`config.mk`:
```
export PLATFORM = sky130hd
export DESIGN_NAME = decimal_schoolbook_multiplier
export DESIGN_NICKNAME = d
export VERILOG_FILES = /design/src/rtl/core/dsm_pkg.sv /design/src/rtl/core/decimal_schoolbook_multiplier.sv
export SDC_FILE = /design/constraint.sdc
export NUM_CORES = 1
export LEC_CHECK = 0
export BUFFER_PORTS_ARGS = -buffer_cell sky130_fd_sc_hd__buf_2
export CAP_MARGIN = 5
export CELL_PAD_IN_SITES_DETAIL_PLACEMENT = 1
export CELL_PAD_IN_SITES_GLOBAL_PLACEMENT = 1
export CORE_MARGIN = 2
export CORE_UTILIZATION = 49
export CTS_BUF_LIST = sky130_fd_sc_hd__clkbuf_2
export DETAILED_ROUTE_END_ITERATION = 8
export GPL_TIMING_DRIVEN = 0
export HOLD_SLACK_MARGIN = 0.15
export MAX_ROUTING_LAYER = met4
export PLACE_DENSITY_LB_ADDON = 0.05
export SLEW_MARGIN = 10
export SYNTH_ARGS = -nofsm -noshare
export SYNTH_HDL_FRONTEND = slang
export SYNTH_SLANG_ARGS = --single-unit
```
`constraint.sdc`:
```
create_clock -name clk -period 10.6 [get_ports clk]
set_input_delay 1.59 -clock clk [delete_from_list [all_inputs] [get_ports clk]]
set_output_delay 1.59 -clock clk [all_outputs]
set_load 0.01 [all_outputs]
```
`src/rtl/core/dsm_pkg.sv`:
```
// Package for the decimal schoolbook multiplier: item structs, constants,
// microcode control word types and the microcode program table.
// Depends on nothing; used by decimal_schoolbook_multiplier.
package dsm_pkg;

	localparam int OPERAND_W = 31;
	localparam int DIGIT_W   = 4;
	localparam int STORE_W   = 5;
	localparam int MAC_W     = 7;
	localparam int RADIX     = 10;

	// Reciprocal of ten for 32-bit values: q = (v * RECIP_10) >> RECIP_SHIFT
	localparam logic [31:0] RECIP_10    = 32'hCCCC_CCCD;
	localparam int          RECIP_SHIFT = 35;
	localparam int          DIV_PROD_W  = OPERAND_W + 32;

	// Reciprocal of ten for narrow column sums (exact below 1024)
	localparam logic [7:0] RECIP_10_NARROW = 8'd205;
	localparam int         NARROW_SHIFT    = 11;

	typedef struct packed {
		logic [OPERAND_W-1:0] operand_a;
		logic [OPERAND_W-1:0] operand_b;
	} in_t;

	typedef struct packed {
		logic [DIGIT_W-1:0] digit;
		logic               last;
	} out_t;

	// Datapath operation selected by a control word
	typedef enum logic [3:0] {
		OP_NOP,
		OP_DIV_A,
		OP_STORE_A,
		OP_DIV_B,
		OP_STORE_B,
		OP_MUL,
		OP_NORM,
		OP_ROW_END,
		OP_SET_LEN,
		OP_TRIM,
		OP_EMIT
	} op_t;

	// Jump condition: taken goes to the target, else to the next step
	typedef enum logic [3:0] {
		COND_NEVER,
		COND_ALWAYS,
		COND_NO_START,
		COND_ZERO,
		COND_A_MORE,
		COND_B_MORE,
		COND_J_MORE,
		COND_I_MORE,
		COND_TRIM,
		COND_EMIT_MORE
	} cond_t;

	localparam int STEP_W = 4;
	typedef logic [STEP_W-1:0] step_t;

	// Step addresses of the program
	localparam step_t S_IDLE    = 4'd0;
	localparam step_t S_CHECK   = 4'd1;
	localparam step_t S_DIV_A   = 4'd2;
	localparam step_t S_STORE_A = 4'd3;
	localparam step_t S_DIV_B   = 4'd4;
	localparam step_t S_STORE_B = 4'd5;
	localparam step_t S_MUL     = 4'd6;
	localparam step_t S_NORM    = 4'd7;
	localparam step_t S_ROW     = 4'd8;
	localparam step_t S_LEN     = 4'd9;
	localparam step_t S_TRIM    = 4'd10;
	localparam step_t S_EMIT    = 4'd11;
	localparam step_t S_DONE    = 4'd12;

	typedef struct packed {
		op_t   op;
		cond_t cond;
		step_t target;
	} ctl_t;

	// Microcode program table
	function automatic ctl_t ucode(input step_t step);
		ctl_t w;
		case (step)
			S_IDLE:    w = '{op: OP_NOP,     cond: COND_NO_START,  target: S_IDLE};
			S_CHECK:   w = '{op: OP_NOP,     cond: COND_ZERO,      target: S_EMIT};
			S_DIV_A:   w = '{op: OP_DIV_A,   cond: COND_NEVER,     target: S_IDLE};
			S_STORE_A: w = '{op: OP_STORE_A, cond: COND_A_MORE,    target: S_DIV_A};
			S_DIV_B:   w = '{op: OP_DIV_B,   cond: COND_NEVER,     target: S_IDLE};
			S_STORE_B: w = '{op: OP_STORE_B, cond: COND_B_MORE,    target: S_DIV_B};
			S_MUL:     w = '{op: OP_MUL,     cond: COND_NEVER,     target: S_IDLE};
			S_NORM:    w = '{op: OP_NORM,    cond: COND_J_MORE,    target: S_MUL};
			S_ROW:     w = '{op: OP_ROW_END, cond: COND_I_MORE,    target: S_MUL};
			S_LEN:     w = '{op: OP_SET_LEN, cond: COND_NEVER,     target: S_IDLE};
			S_TRIM:    w = '{op: OP_TRIM,    cond: COND_TRIM,      target: S_TRIM};
			S_EMIT:    w = '{op: OP_EMIT,    cond: COND_EMIT_MORE, target: S_EMIT};
			S_DONE:    w = '{op: OP_NOP,     cond: COND_ALWAYS,    target: S_IDLE};
			default:   w = '{op: OP_NOP,     cond: COND_ALWAYS,    target: S_IDLE};
		endcase
		return w;
	endfunction

	// Tens of a column sum below one hundred
	function automatic logic [DIGIT_W-1:0] div10_narrow(input logic [MAC_W-1:0] v);
		logic [MAC_W+7:0] p;
		p = {8'd0, v} * {{MAC_W{1'b0}}, RECIP_10_NARROW};
		return DIGIT_W'(p >> NARROW_SHIFT);
	endfunction

endpackage

```
`src/rtl/core/decimal_schoolbook_multiplier.sv`:
```
// Decimal schoolbook multiplier, top level: microcoded sequencer and datapath.
// Depends on dsm_pkg for item structs, control word types and the program.
//
// Raise start while busy is low to hand over one item (two 31-bit operands).
// The product comes out as decimal digits, most significant first, no
// leading zeros, one digit per strobe cycle with last on the final digit; a
// zero operand gives the single digit 0. The receiver cannot stall: each
// digit is valid, with strobe high, for exactly one cycle. busy stays high from
// the accepting edge until the last digit has been shown. An item's run time is
// set by the digit product loop: one shared 4x4 digit multiplier visited in
// two steps per digit pair, one product store read port.
module decimal_schoolbook_multiplier #(
	parameter int OPERAND_DIGITS = 10
) (
	input  logic           clk,
	input  logic           arst_n,
	input  logic           start,
	output logic           busy,
	input  dsm_pkg::in_t   operands,
	output logic           strobe,
	output dsm_pkg::out_t  result
);

	localparam int PRODUCT_DIGITS = 2 * OPERAND_DIGITS;
	localparam int IW = $clog2(OPERAND_DIGITS);
	localparam int CW = $clog2(OPERAND_DIGITS + 1);
	localparam int PW = $clog2(PRODUCT_DIGITS);
	localparam int LW = $clog2(PRODUCT_DIGITS + 1);

	// Sequencer
	dsm_pkg::step_t pc_q;
	dsm_pkg::step_t pc_next;
	dsm_pkg::ctl_t  ctl;
	logic           jump;
	logic           accept;

	// Datapath storage
	logic [dsm_pkg::OPERAND_W-1:0]  val_a_q;
	logic [dsm_pkg::OPERAND_W-1:0]  val_b_q;
	logic [dsm_pkg::DIV_PROD_W-1:0] div_prod_q;
	logic [dsm_pkg::DIGIT_W-1:0]    digits_a_q [OPERAND_DIGITS];
	logic [dsm_pkg::DIGIT_W-1:0]    digits_b_q [OPERAND_DIGITS];
	logic [dsm_pkg::STORE_W-1:0]    product_q  [PRODUCT_DIGITS];
	logic [CW-1:0]                  count_a_q;
	logic [CW-1:0]                  count_b_q;
	logic [IW-1:0]                  i_q;
	logic [IW-1:0]                  j_q;
	logic [dsm_pkg::DIGIT_W-1:0]    carry_q;
	logic [dsm_pkg::MAC_W-1:0]      mac_q;
	logic [LW-1:0]                  len_q;
	logic                           zero_q;
	dsm_pkg::out_t                  result_q;
	logic                           strobe_q;

	// Derived datapath signals
	logic [dsm_pkg::OPERAND_W-1:0] div_src;
	logic [dsm_pkg::OPERAND_W-1:0] quot;
	logic [dsm_pkg::OPERAND_W-1:0] quot_x10;
	logic [dsm_pkg::DIGIT_W-1:0]   rem;
	logic [PW-1:0]                 k_idx;
	logic [PW-1:0]                 top_idx;
	logic [PW-1:0]                 rd_idx;
	logic [dsm_pkg::STORE_W-1:0]   rd_data;
	logic [dsm_pkg::DIGIT_W-1:0]   mac_tens;
	logic [dsm_pkg::DIGIT_W-1:0]   mac_units;
	logic [dsm_pkg::MAC_W-1:0]     mac_sum;
	logic                          a_more;
	logic                          b_more;
	logic                          j_more;
	logic                          i_more;
	logic                          trim_more;
	logic                          emit_more;

	assign ctl    = dsm_pkg::ucode(pc_q);
	assign busy   = (pc_q != dsm_pkg::S_IDLE);
	assign accept = start && !busy;
	assign strobe = strobe_q;
	assign result = result_q;

	// Divide by ten: quotient from the registered reciprocal product
	assign div_src  = (ctl.op == dsm_pkg::OP_DIV_B) ? val_b_q : val_a_q;
	assign quot     = dsm_pkg::OPERAND_W'(div_prod_q >> dsm_pkg::RECIP_SHIFT);
	assign quot_x10 = (quot << 3) + (quot << 1);
	assign rem      = (ctl.op == dsm_pkg::OP_STORE_B) ?
	                  dsm_pkg::DIGIT_W'(val_b_q - quot_x10) :
	                  dsm_pkg::DIGIT_W'(val_a_q - quot_x10);

	// Product store addressing: one read port
	assign k_idx   = PW'(i_q) + PW'(j_q);
	assign top_idx = PW'(i_q) + PW'(count_a_q);
	assign rd_idx  = (ctl.op == dsm_pkg::OP_MUL) ? k_idx : PW'(len_q - LW'(1));
	assign rd_data = product_q[rd_idx];

	// Column arithmetic
	assign mac_sum = dsm_pkg::MAC_W'(digits_a_q[j_q]) * dsm_pkg::MAC_W'(digits_b_q[i_q])
	               + dsm_pkg::MAC_W'(rd_data) + dsm_pkg::MAC_W'(carry_q);
	assign mac_tens  = dsm_pkg::div10_narrow(mac_q);
	assign mac_units = dsm_pkg::DIGIT_W'(mac_q - ((dsm_pkg::MAC_W'(mac_tens) << 3)
	                 + (dsm_pkg::MAC_W'(mac_tens) << 1)));

	// Loop conditions
	assign a_more    = (quot != '0) && ((count_a_q + CW'(1)) < CW'(OPERAND_DIGITS));
	assign b_more    = (quot != '0) && ((count_b_q + CW'(1)) < CW'(OPERAND_DIGITS));
	assign j_more    = (CW'(j_q) + CW'(1)) < count_a_q;
	assign i_more    = (CW'(i_q) + CW'(1)) < count_b_q;
	assign trim_more = (len_q > LW'(1)) && (rd_data == '0);
	assign emit_more = (len_q != LW'(1));

	// Jump decode
	always_comb begin
		case (ctl.cond)
			dsm_pkg::COND_NEVER:     jump = 1'b0;
			dsm_pkg::COND_ALWAYS:    jump = 1'b1;
			dsm_pkg::COND_NO_START:  jump = !start;
			dsm_pkg::COND_ZERO:      jump = zero_q;
			dsm_pkg::COND_A_MORE:    jump = a_more;
			dsm_pkg::COND_B_MORE:    jump = b_more;
			dsm_pkg::COND_J_MORE:    jump = j_more;
			dsm_pkg::COND_I_MORE:    jump = i_more;
			dsm_pkg::COND_TRIM:      jump = trim_more;
			dsm_pkg::COND_EMIT_MORE: jump = emit_more;
			default:                 jump = 1'b1;
		endcase
		pc_next = jump ? ctl.target : pc_q + dsm_pkg::STEP_W'(1);
	end

	// Step counter and result strobe
	always_ff @(posedge clk or negedge arst_n) begin
		if (!arst_n) begin
			pc_q     <= dsm_pkg::S_IDLE;
			strobe_q <= 1'b0;
		end else begin
			pc_q     <= pc_next;
			strobe_q <= (ctl.op == dsm_pkg::OP_EMIT);
		end
	end

	// Datapath registers
	always_ff @(posedge clk) begin
		if (accept) begin
			val_a_q   <= operands.operand_a;
			val_b_q   <= operands.operand_b;
			zero_q    <= (operands.operand_a == '0) || (operands.operand_b == '0);
			count_a_q <= '0;
			count_b_q <= '0;
			i_q       <= '0;
			j_q       <= '0;
			carry_q   <= '0;
			len_q     <= LW'(1);
			for (int n = 0; n < PRODUCT_DIGITS; n++) begin
				product_q[n] <= '0;
			end
		end
		case (ctl.op)
			dsm_pkg::OP_DIV_A, dsm_pkg::OP_DIV_B: begin
				div_prod_q <= {32'd0, div_src} * {{dsm_pkg::OPERAND_W{1'b0}}, dsm_pkg::RECIP_10};
			end
			dsm_pkg::OP_STORE_A: begin
				digits_a_q[count_a_q[IW-1:0]] <= rem;
				val_a_q   <= quot;
				count_a_q <= count_a_q + CW'(1);
			end
			dsm_pkg::OP_STORE_B: begin
				digits_b_q[count_b_q[IW-1:0]] <= rem;
				val_b_q   <= quot;
				count_b_q <= count_b_q + CW'(1);
			end
			dsm_pkg::OP_MUL: begin
				mac_q <= mac_sum;
			end
			dsm_pkg::OP_NORM: begin
				product_q[k_idx] <= dsm_pkg::STORE_W'(mac_units);
				carry_q          <= mac_tens;
				if (j_more) begin
					j_q <= j_q + IW'(1);
				end
			end
			dsm_pkg::OP_ROW_END: begin
				product_q[top_idx] <= dsm_pkg::STORE_W'(carry_q);
				carry_q            <= '0;
				j_q                <= '0;
				if (i_more) begin
					i_q <= i_q + IW'(1);
				end
			end
			dsm_pkg::OP_SET_LEN: begin
				len_q <= LW'(count_a_q) + LW'(count_b_q);
			end
			dsm_pkg::OP_TRIM: begin
				if (trim_more) begin
					len_q <= len_q - LW'(1);
				end
			end
			dsm_pkg::OP_EMIT: begin
				result_q.digit <= rd_data[dsm_pkg::DIGIT_W-1:0];
				result_q.last  <= (len_q == LW'(1));
				len_q          <= len_q - LW'(1);
			end
			default: begin
			end
		endcase
	end

endmodule
```
==> results of run 1 <==
==> path summary, 6_finish.rpt <==
| check | slack, ns | cells after the start | start | to |
|---|---|---|---|---|
| setup reg to reg | 0.29 | 36 | pc_q[1] | div_prod_q[60] |
| hold reg to reg | 0.47 | 2 | val_b_q[29] | val_b_q[29] |
| max in group asynchronous | 10.20 | 1 | arst_n | pc_q[3] |
| min in group clk | 0.47 | 2 | val_b_q[29] | val_b_q[29] |
| setup / recovery | 0.29 | 36 | pc_q[1] | div_prod_q[60] |
| hold / removal | 0.24 | 1 | arst_n | strobe |
==> metal layers <==
| layer | vias up | global-route usage (%) |
|---|---|---|
| met5 | - | - |
| met3 | 146 | 3.58 |
| met1 | 10300 | 33.6 |
| met4 | 0 | 10.6 |
| met2 | 368 | 51.2 |
| li1 | 9392 | - |
==> synthesized netlist by cell type (12+ instances only) <==
master      n
ha_1      383
xor2_1     32
nor4_1     29
fa_1      252
xnor2_1    61
mux2i_1    87
nor2b_1    14
a21o_1     51
a21oi_1    72
o21ai_0    48
nor3_1     23
edfxtp_1  317
inv_1     396
nand2b_1   12
nand4_1    17
nand3_1    33
and2_1     24
mux4_2     16
dfxtp_1    19
clkbuf_1   42
nand2_1   224
nor2_1    164
mux2_2     74
==> sequential cells by signal, indices dropped and copies added, names as in the netlist, 5 cells and up <==
signal / flops
digits_b_q: 40
result: 5
val_b_q: 31
div_prod_q: 28
mac_q: 7
digits_a_q: 40
len_q: 5
product_q: 128
val_a_q: 31
==> stage by stage <==
step	instances	util [%]	TNS (ns)	setup WS [ns]
after floorplan	2599	-	0	0.173
after detailed placement	3447	52.0	-54.18	-2.86
after global routing	3625	53.8	0	0.0213
final	3625	53.8	0	0.289
after global placement	3443	51.8	-78.52	-4.28
after CTS	3619	53.7	0	0.0131
==> layout make-up <==
cell class              instances  area share, %
flip-flops and latches        341           31.6
clock buffers                 126           1.99
repair buffers                 80           1.50
diodes                          4         0.0315
well taps                     773           3.05
inverters                     398           4.71
plain buffers                  66           1.02
clock inverters                43          0.765
multi-input cells            1794           55.4
==> cell families (layout without fill, tap and decap cells) <==
logic type      Yosys count  count (layout)
xor+xnor                 93              93
other cells               0               4
fa+ha+maj               635             635
mux                     178             178
simple gates            588             588
buf+inv                 464             713
flops                   341             341
compound gates          300             300
==> timing repair <==
| action | in CTS | in global routing |
|---|---|---|
| gates resized for setup | 29 | 10 |
| setup buffers | 3 | 2 |
| endpoints found under the setup margin | 28 | 10 |
| pin swaps | 4 | 3 |
==> tab_implementation.tex, run 1 <==
\begin{tabular}{lr}
\hline
Metric & Value \\
\hline
\multicolumn{2}{l}{\textbf{Outcome}} \\
\quad Status & complete, no violations \\
\multicolumn{2}{l}{\textbf{STA}} \\
\quad Crit share post-route & 97.3\% \\
\quad Worst slew margin relative to its limit & roughly 20\% \\
\quad Unrepaired setup endpoints after global routing & no \\
\quad Worst Max-Slew Pin Slew & 1.19 ns \\
\quad Final setup fails & 0 \\
\quad Final Hold Vio Count & 0 \\
\quad Post-layout min period & 10.31 ns \\
\quad Clock Skews & $\sim$0.14 ns \\
\quad Worst hold margin & approximately 0.24 ns \\
\quad Maximum frequency from static timing analysis & 97.0 MHz \\
\quad Number of pins exceeding their max-slew limit in the final report & 0 \\
\multicolumn{2}{l}{\textbf{Yosys}} \\
\quad Yosys top cell area share & 32.5\% \\
\quad Compound-gate portion of the synthesized area & 6.98\% \\
\quad Asr flop ratio synth & 1.47\% \\
\quad Yosys warnings & 0 \\
\quad Post-synthesis simple-gate area fraction & under 10\% \\
\quad Fraction of synthesized area in multiplexers & 7.10\% \\
\quad Dominant synthesized flop cell & edfxtp\_1 \\
\quad Portion of the post-synthesis area used by sequential elements & 34.3\% \\
\quad Number of flops mapped to enable cells by yosys & $\sim$320 \\
\quad Synthesized netlist cell count & 2599 \\
\quad Net count of the mapped netlist & 3299 \\
\quad Number of flip-flops and latches in the synthesized netlist & 341 \\
\quad Most area-consuming cells after synthesis & edfxtp\_1, fa\_1, ha\_1, inv\_1, mux2i\_1 \\
\quad Post-Synth Adder-Cell Area & 33.6\% \\
\quad Library cell with the largest summed area after synthesis & edfxtp\_1 \\
\quad Mapped cell area & a little under 30000 sq um \\
\quad Combinational family with the most area after synthesis & adder cells \\
\quad Xor and xnor fraction of the mapped netlist area & 2.78\% \\
\quad Mean area per synthesized cell & 11.3 sq um \\
\quad Netlist cell types & 85 \\
\multicolumn{2}{l}{\textbf{Place}} \\
\quad Instance area after placement & 30700 sq um \\
\quad Input/output buffers & 71 \\
\quad Final weighted congestion in routability-driven placement & 0.945 \\
\quad Half-perimeter wire length after placement & 69100 microns \\
\multicolumn{2}{l}{\textbf{Floorplan}} \\
\quad Die ar. & 61700 sq um \\
\quad Site Rows & 89 \\
\quad Effective utilization at floorplan & 49.6\% \\
\quad Chip width & about 250 microns \\
\quad Vertical extent of the die & 248 microns \\
\quad Number of primary I/O pins & 72 \\
\quad Core box area & 59000 sq um \\
\multicolumn{2}{l}{\textbf{Routing}} \\
\quad Count of unresolved DRC violations after routing & 0 \\
\quad Detailed Routing Iterations Pass 1 & 5 \\
\quad Total length of routed met2 wires & 43600 microns \\
\quad Total wire length & 83600 microns \\
\quad Total via count in the routed design & 20200 \\
\quad Number of DRC markers in iteration 0 & 960 \\
\quad Highest metal layer used by the detailed router & met4 \\
\quad Remaining number of nets flagged by the antenna check after routing & 0 \\
\quad WL met3 & 2700 microns \\
\quad Post-detailed-route wirelength per cell & 23.1 microns \\
\quad DRT met1 WL & between 30000 and 40000 microns \\
\quad Via-per-instance ratio & 5.56 \\
\multicolumn{2}{l}{\textbf{Clock tree}} \\
\quad TritonCTS clock tree & done \\
\quad Clock Latency Late Sink & 1.18 ns \\
\quad Clock root buffer & clkbuf\_2 \\
\quad Clock buffer count from CTS & 92 \\
\quad Worst-path clk slew & 0.09 ns \\
\quad CTS HTree Levels & 3 \\
\quad Clock sink count & $\sim$340 \\
\quad Hold-fix buffers, CTS & 0 \\
\quad Maximum root-to-sink buffer count & 3 \\
\multicolumn{2}{l}{\textbf{Setup path}} \\
\quad Crit path buffers/inverters & 11 \\
\quad Top fanout value on the critical path & 10 \\
\quad Sort of element at the end of the critical path & register \\
\quad Maximum single-stage delay on the critical path & about 0.65 ns \\
\quad Most used cell, CP & inv\_1 \\
\quad Data arrival time at the worst-slack endpoint & about 11 ns \\
\quad Critical path's slowest cell & fa\_2 \\
\quad Path type of the worst setup path & register to register \\
\quad Data required time at the worst endpoint & 11.49 ns \\
\quad Launching element type of the critical path & register \\
\quad Kind of cell with the highest combined delay on the critical path & adder cells \\
\multicolumn{2}{l}{\textbf{Cells and area}} \\
\quad Most common cell after layout, fill and taps aside & inv\_1 \\
\quad Leading cell types in the layout, fill and taps excluded & inv\_1, ha\_1, edfxtp\_1, fa\_1, nand2\_1 \\
\quad Layout net count & between 3000 and 4000 \\
\quad Fraction of layout instances using a drive strength above 1 & 12.7\% \\
\quad Area growth syn-to-layout & 8.48\% \\
\quad Sequential cell area in the final layout & 10000 sq um \\
\quad Number of fill cells in the layout & about 6400 \\
\quad Area of the multi-input gates & 17600 sq um \\
\quad Fin area & around 32000 sq um \\
\multicolumn{2}{l}{\textbf{Flow run}} \\
\quad Maximum Capacitance Violations & 0 \\
\multicolumn{2}{l}{\textbf{GRT}} \\
\quad Initial antenna violation count & 4 \\
\quad All-layer global routing usage & 28.9\% \\
\quad Overflow left after global routing & 0 \\
\quad Pin count of the biggest net entering global routing & 21 \\
\quad Global-route wire length before repair & 129000 microns \\
\quad Number of global-route vias before repair & 22500 \\
\multicolumn{2}{l}{\textbf{Hold path}} \\
\quad Min-Delay Path Class & input port to async pin \\
\hline
\end{tabular}
Power of run 1 is not shown: default switching activity piles up to over one toggle a cycle in this logic, so the estimate is an artifact.
==> inputs of run 2 (changes only) <==
Settings changed: REMOVE_ABC_BUFFERS set to 1.
==> tab_implementation.tex, run 2 (synthesis results as in run 1) <==
\begin{tabular}{lr}
\hline
Metric & Value \\
\hline
\multicolumn{2}{l}{\textbf{Outcome}} \\
\quad Status & complete, no violations (unchanged) \\
\multicolumn{2}{l}{\textbf{Clock tree}} \\
\quad Hold-fix buffers, CTS & 0 (unchanged) \\
\quad Worst-path clk slew & 0.12 ns (was 0.09 ns) \\
\quad Clock sink count & 341 (unchanged) \\
\quad TritonCTS clock tree & done (unchanged) \\
\quad Clock buffer count from CTS & 81 (was 92) \\
\quad CTS HTree Levels & 3 (unchanged) \\
\quad Clock root buffer & clkbuf\_2 (unchanged) \\
\quad Clock Latency Late Sink & 0.99 ns (was 1.18 ns) \\
\quad Maximum root-to-sink buffer count & 3 (unchanged) \\
\multicolumn{2}{l}{\textbf{Routing}} \\
\quad Total wire length & 77100 microns (was 83600 microns) \\
\quad Post-detailed-route wirelength per cell & 21.7 microns (was 23.1 microns) \\
\quad Number of DRC markers in iteration 0 & 763 (was 960) \\
\quad Total via count in the routed design & 19600 (was 20200) \\
\quad Count of unresolved DRC violations after routing & 0 (unchanged) \\
\quad Via-per-instance ratio & 5.50 (was 5.56) \\
\quad Detailed Routing Iterations Pass 1 & 5 (unchanged) \\
\quad Remaining number of nets flagged by the antenna check after routing & 0 (unchanged) \\
\multicolumn{2}{l}{\textbf{Place}} \\
\quad Half-perimeter wire length after placement & 63800 microns (was 69100 microns) \\
\quad Input/output buffers & 71 (unchanged) \\
\quad Instance area after placement & 30700 sq um (about the same) \\
\quad Post-Place Worst Slack & -2.08 ns (was -2.86 ns) \\
\quad Final weighted congestion in routability-driven placement & 0.885 (was 0.945) \\
\multicolumn{2}{l}{\textbf{STA}} \\
\quad Maximum frequency from static timing analysis & 98.5 MHz (was 97.0 MHz) \\
\quad Crit share post-route & 95.8\% (was 97.3\%) \\
\quad Number of pins exceeding their max-slew limit in the final report & 0 (unchanged) \\
\quad Post-layout min period & 10.15 ns (was 10.31 ns) \\
\quad Worst setup margin & 0.446 ns (was 0.289 ns) \\
\quad Final Hold Vio Count & 0 (unchanged) \\
\quad Worst slew margin relative to its limit & 16.7\% (was 19.8\%) \\
\quad Worst Max-Slew Pin Slew & 1.24 ns (was 1.19 ns) \\
\quad Final setup fails & 0 (unchanged) \\
\quad Clock Skews & 0.129 ns (was 0.138 ns) \\
\multicolumn{2}{l}{\textbf{Setup path}} \\
\quad Sort of element at the end of the critical path & register (unchanged) \\
\quad Data arrival time at the worst-slack endpoint & 10.89 ns (was 11.20 ns) \\
\quad Launch point of the worst reg-to-reg path & pc\_q[1] (unchanged) \\
\quad Maximum single-stage delay on the critical path & 0.76 ns (was 0.65 ns) \\
\quad Data required time at the worst endpoint & 11.33 ns (was 11.49 ns) \\
\quad R2R setup slack & 0.45 ns (was 0.29 ns) \\
\quad Reg2Reg Capture Point & div\_prod\_q[60] (unchanged) \\
\quad Number of cells traversed by the worst register-to-register path & 30 (was 36) \\
\quad Path type of the worst setup path & register to register (unchanged) \\
\quad Critical path's slowest cell & fa\_1 (was fa\_2) \\
\quad Most used cell, CP & fa\_1 (was inv\_1) \\
\quad Top fanout value on the critical path & 10 (unchanged) \\
\quad Launching element type of the critical path & register (unchanged) \\
\multicolumn{2}{l}{\textbf{Cells and area}} \\
\quad Most common cell after layout, fill and taps aside & inv\_1 (unchanged) \\
\quad Layout net count & 3422 (was 3473) \\
\quad Final Core Density & 53.7\% (was 53.8\%) \\
\quad Fin area & 31700 sq um (about the same) \\
\quad Number of flip-flops under the largest register name & 128 (unchanged) \\
\quad Fraction of layout instances using a drive strength above 1 & 13.1\% (was 12.7\%) \\
\quad Area growth syn-to-layout & 8.33\% (was 8.48\%) \\
\quad Number of fill cells in the layout & 6400 (was 6419) \\
\quad Leading cell types in the layout, fill and taps excluded & inv\_1, ha\_1, edfxtp\_1, fa\_1, nand2\_1 (unchanged) \\
\quad Register ranked first by flip-flop count & product\_q (unchanged) \\
\multicolumn{2}{l}{\textbf{GRT}} \\
\quad Pin count of the biggest net entering global routing & 35 (was 21) \\
\quad Number of global-route vias before repair & 22200 (was 22500) \\
\quad Overflow left after global routing & 0 (unchanged) \\
\quad All-layer global routing usage & 26.8\% (was 28.9\%) \\
\quad Global-route wire length before repair & 122000 microns (was 129000 microns) \\
\quad Initial antenna violation count & 3 (was 4) \\
\multicolumn{2}{l}{\textbf{Hold path}} \\
\quad Min-Delay Path Class & input port to async pin (unchanged) \\
\multicolumn{2}{l}{\textbf{Floorplan}} \\
\quad Core box area & 59000 sq um (unchanged) \\
\quad Die ar. & 61700 sq um (unchanged) \\
\quad Chip width & 248 microns (unchanged) \\
\quad Vertical extent of the die & 248 microns (unchanged) \\
\quad Effective utilization at floorplan & 49.6\% (unchanged) \\
\quad Site Rows & 89 (unchanged) \\
\quad Number of primary I/O pins & 72 (unchanged) \\
\multicolumn{2}{l}{\textbf{Flow run}} \\
\quad Maximum Capacitance Violations & 0 (unchanged) \\
\hline
\end{tabular}
run 2: cell types whose count changed in the layout (fill, tap and decap cells not counted), sizes merged:
cell | previous run | this run
or3 | 11 | 12
inv | 399 | 400
bufinv | 1 | 2
clkinvlp | 0 | 2
clkinv | 41 | 19
clkbuf | 169 | 114
buf | 103 | 105
run 2: repair_timing:
item,4_1_cts,5_1_grt
setup buffers,8,10
pin swaps,3,3
gates resized for setup,14,7
endpoints found under the setup margin,22,12
gates cloned,1,0
run 2: critical path: cells and delay by family, from the launching register on:
family / cells / cell delay (ns)
adder cells (fa/ha/maj): 10 / 5.06
flip-flops: 1 / 0.51
AND/OR/NAND/NOR: 5 / 1.15
multiplexers: 1 / 0.34
buffers and inverters: 6 / 0.88
AO/OA/AOI/OAI: 8 / 2.00
run 2: worst max-delay path by stage:
stage,slack (ns),cells past startpoint,from,endpoint
floorplan,0.42,29,pc_q[0],div_prod_q[60]
global placement,-3.22,28,pc_q[0],div_prod_q[60]
detailed placement,-2.08,28,pc_q[0],div_prod_q[60]
CTS,0.02,31,pc_q[0],div_prod_q[60]
global route,-0.02,33,pc_q[1],div_prod_q[60]
finish,0.45,30,pc_q[1],div_prod_q[60]
run 2: metrics by stage:
step	TNS (ns)	hold WS, ns	std cells
6_report	0	0.443	3555
5_1_grt	-0.0195	0.373	3554
4_1_cts	0	0.355	3541
3_5_place_dp	-21.33	0.460	3393
3_3_place_gp	-52.34	0.443	3377
2_1_floorplan	0	0.436	2533
run 2: area by class of cell:
type | count | area (sq um) | area share (%)
Sequential cell | 341 | 10000 | 31.6
Timing Repair Buffer | 105 | 810 | 2.55
Clock buffer | 114 | 571 | 1.80
Tap cell | 773 | 967 | 3.05
Antenna cell | 4 | 10.0 | 0.0316
Clock inverter | 25 | 163 | 0.513
Inverter | 398 | 1490 | 4.71
Multi-Input combinational cell | 1795 | 17700 | 55.7
run 2: routing by layer:
metal,up-vias,global-route usage (%),routed length (microns)
met4,0,11.5,3120
li1,9253,-,-
met1,9892,30.8,31600
met3,149,2.91,1810
met2,263,47.4,40500
met5,-,-,0
Power of run 2 is left out for the same reason.
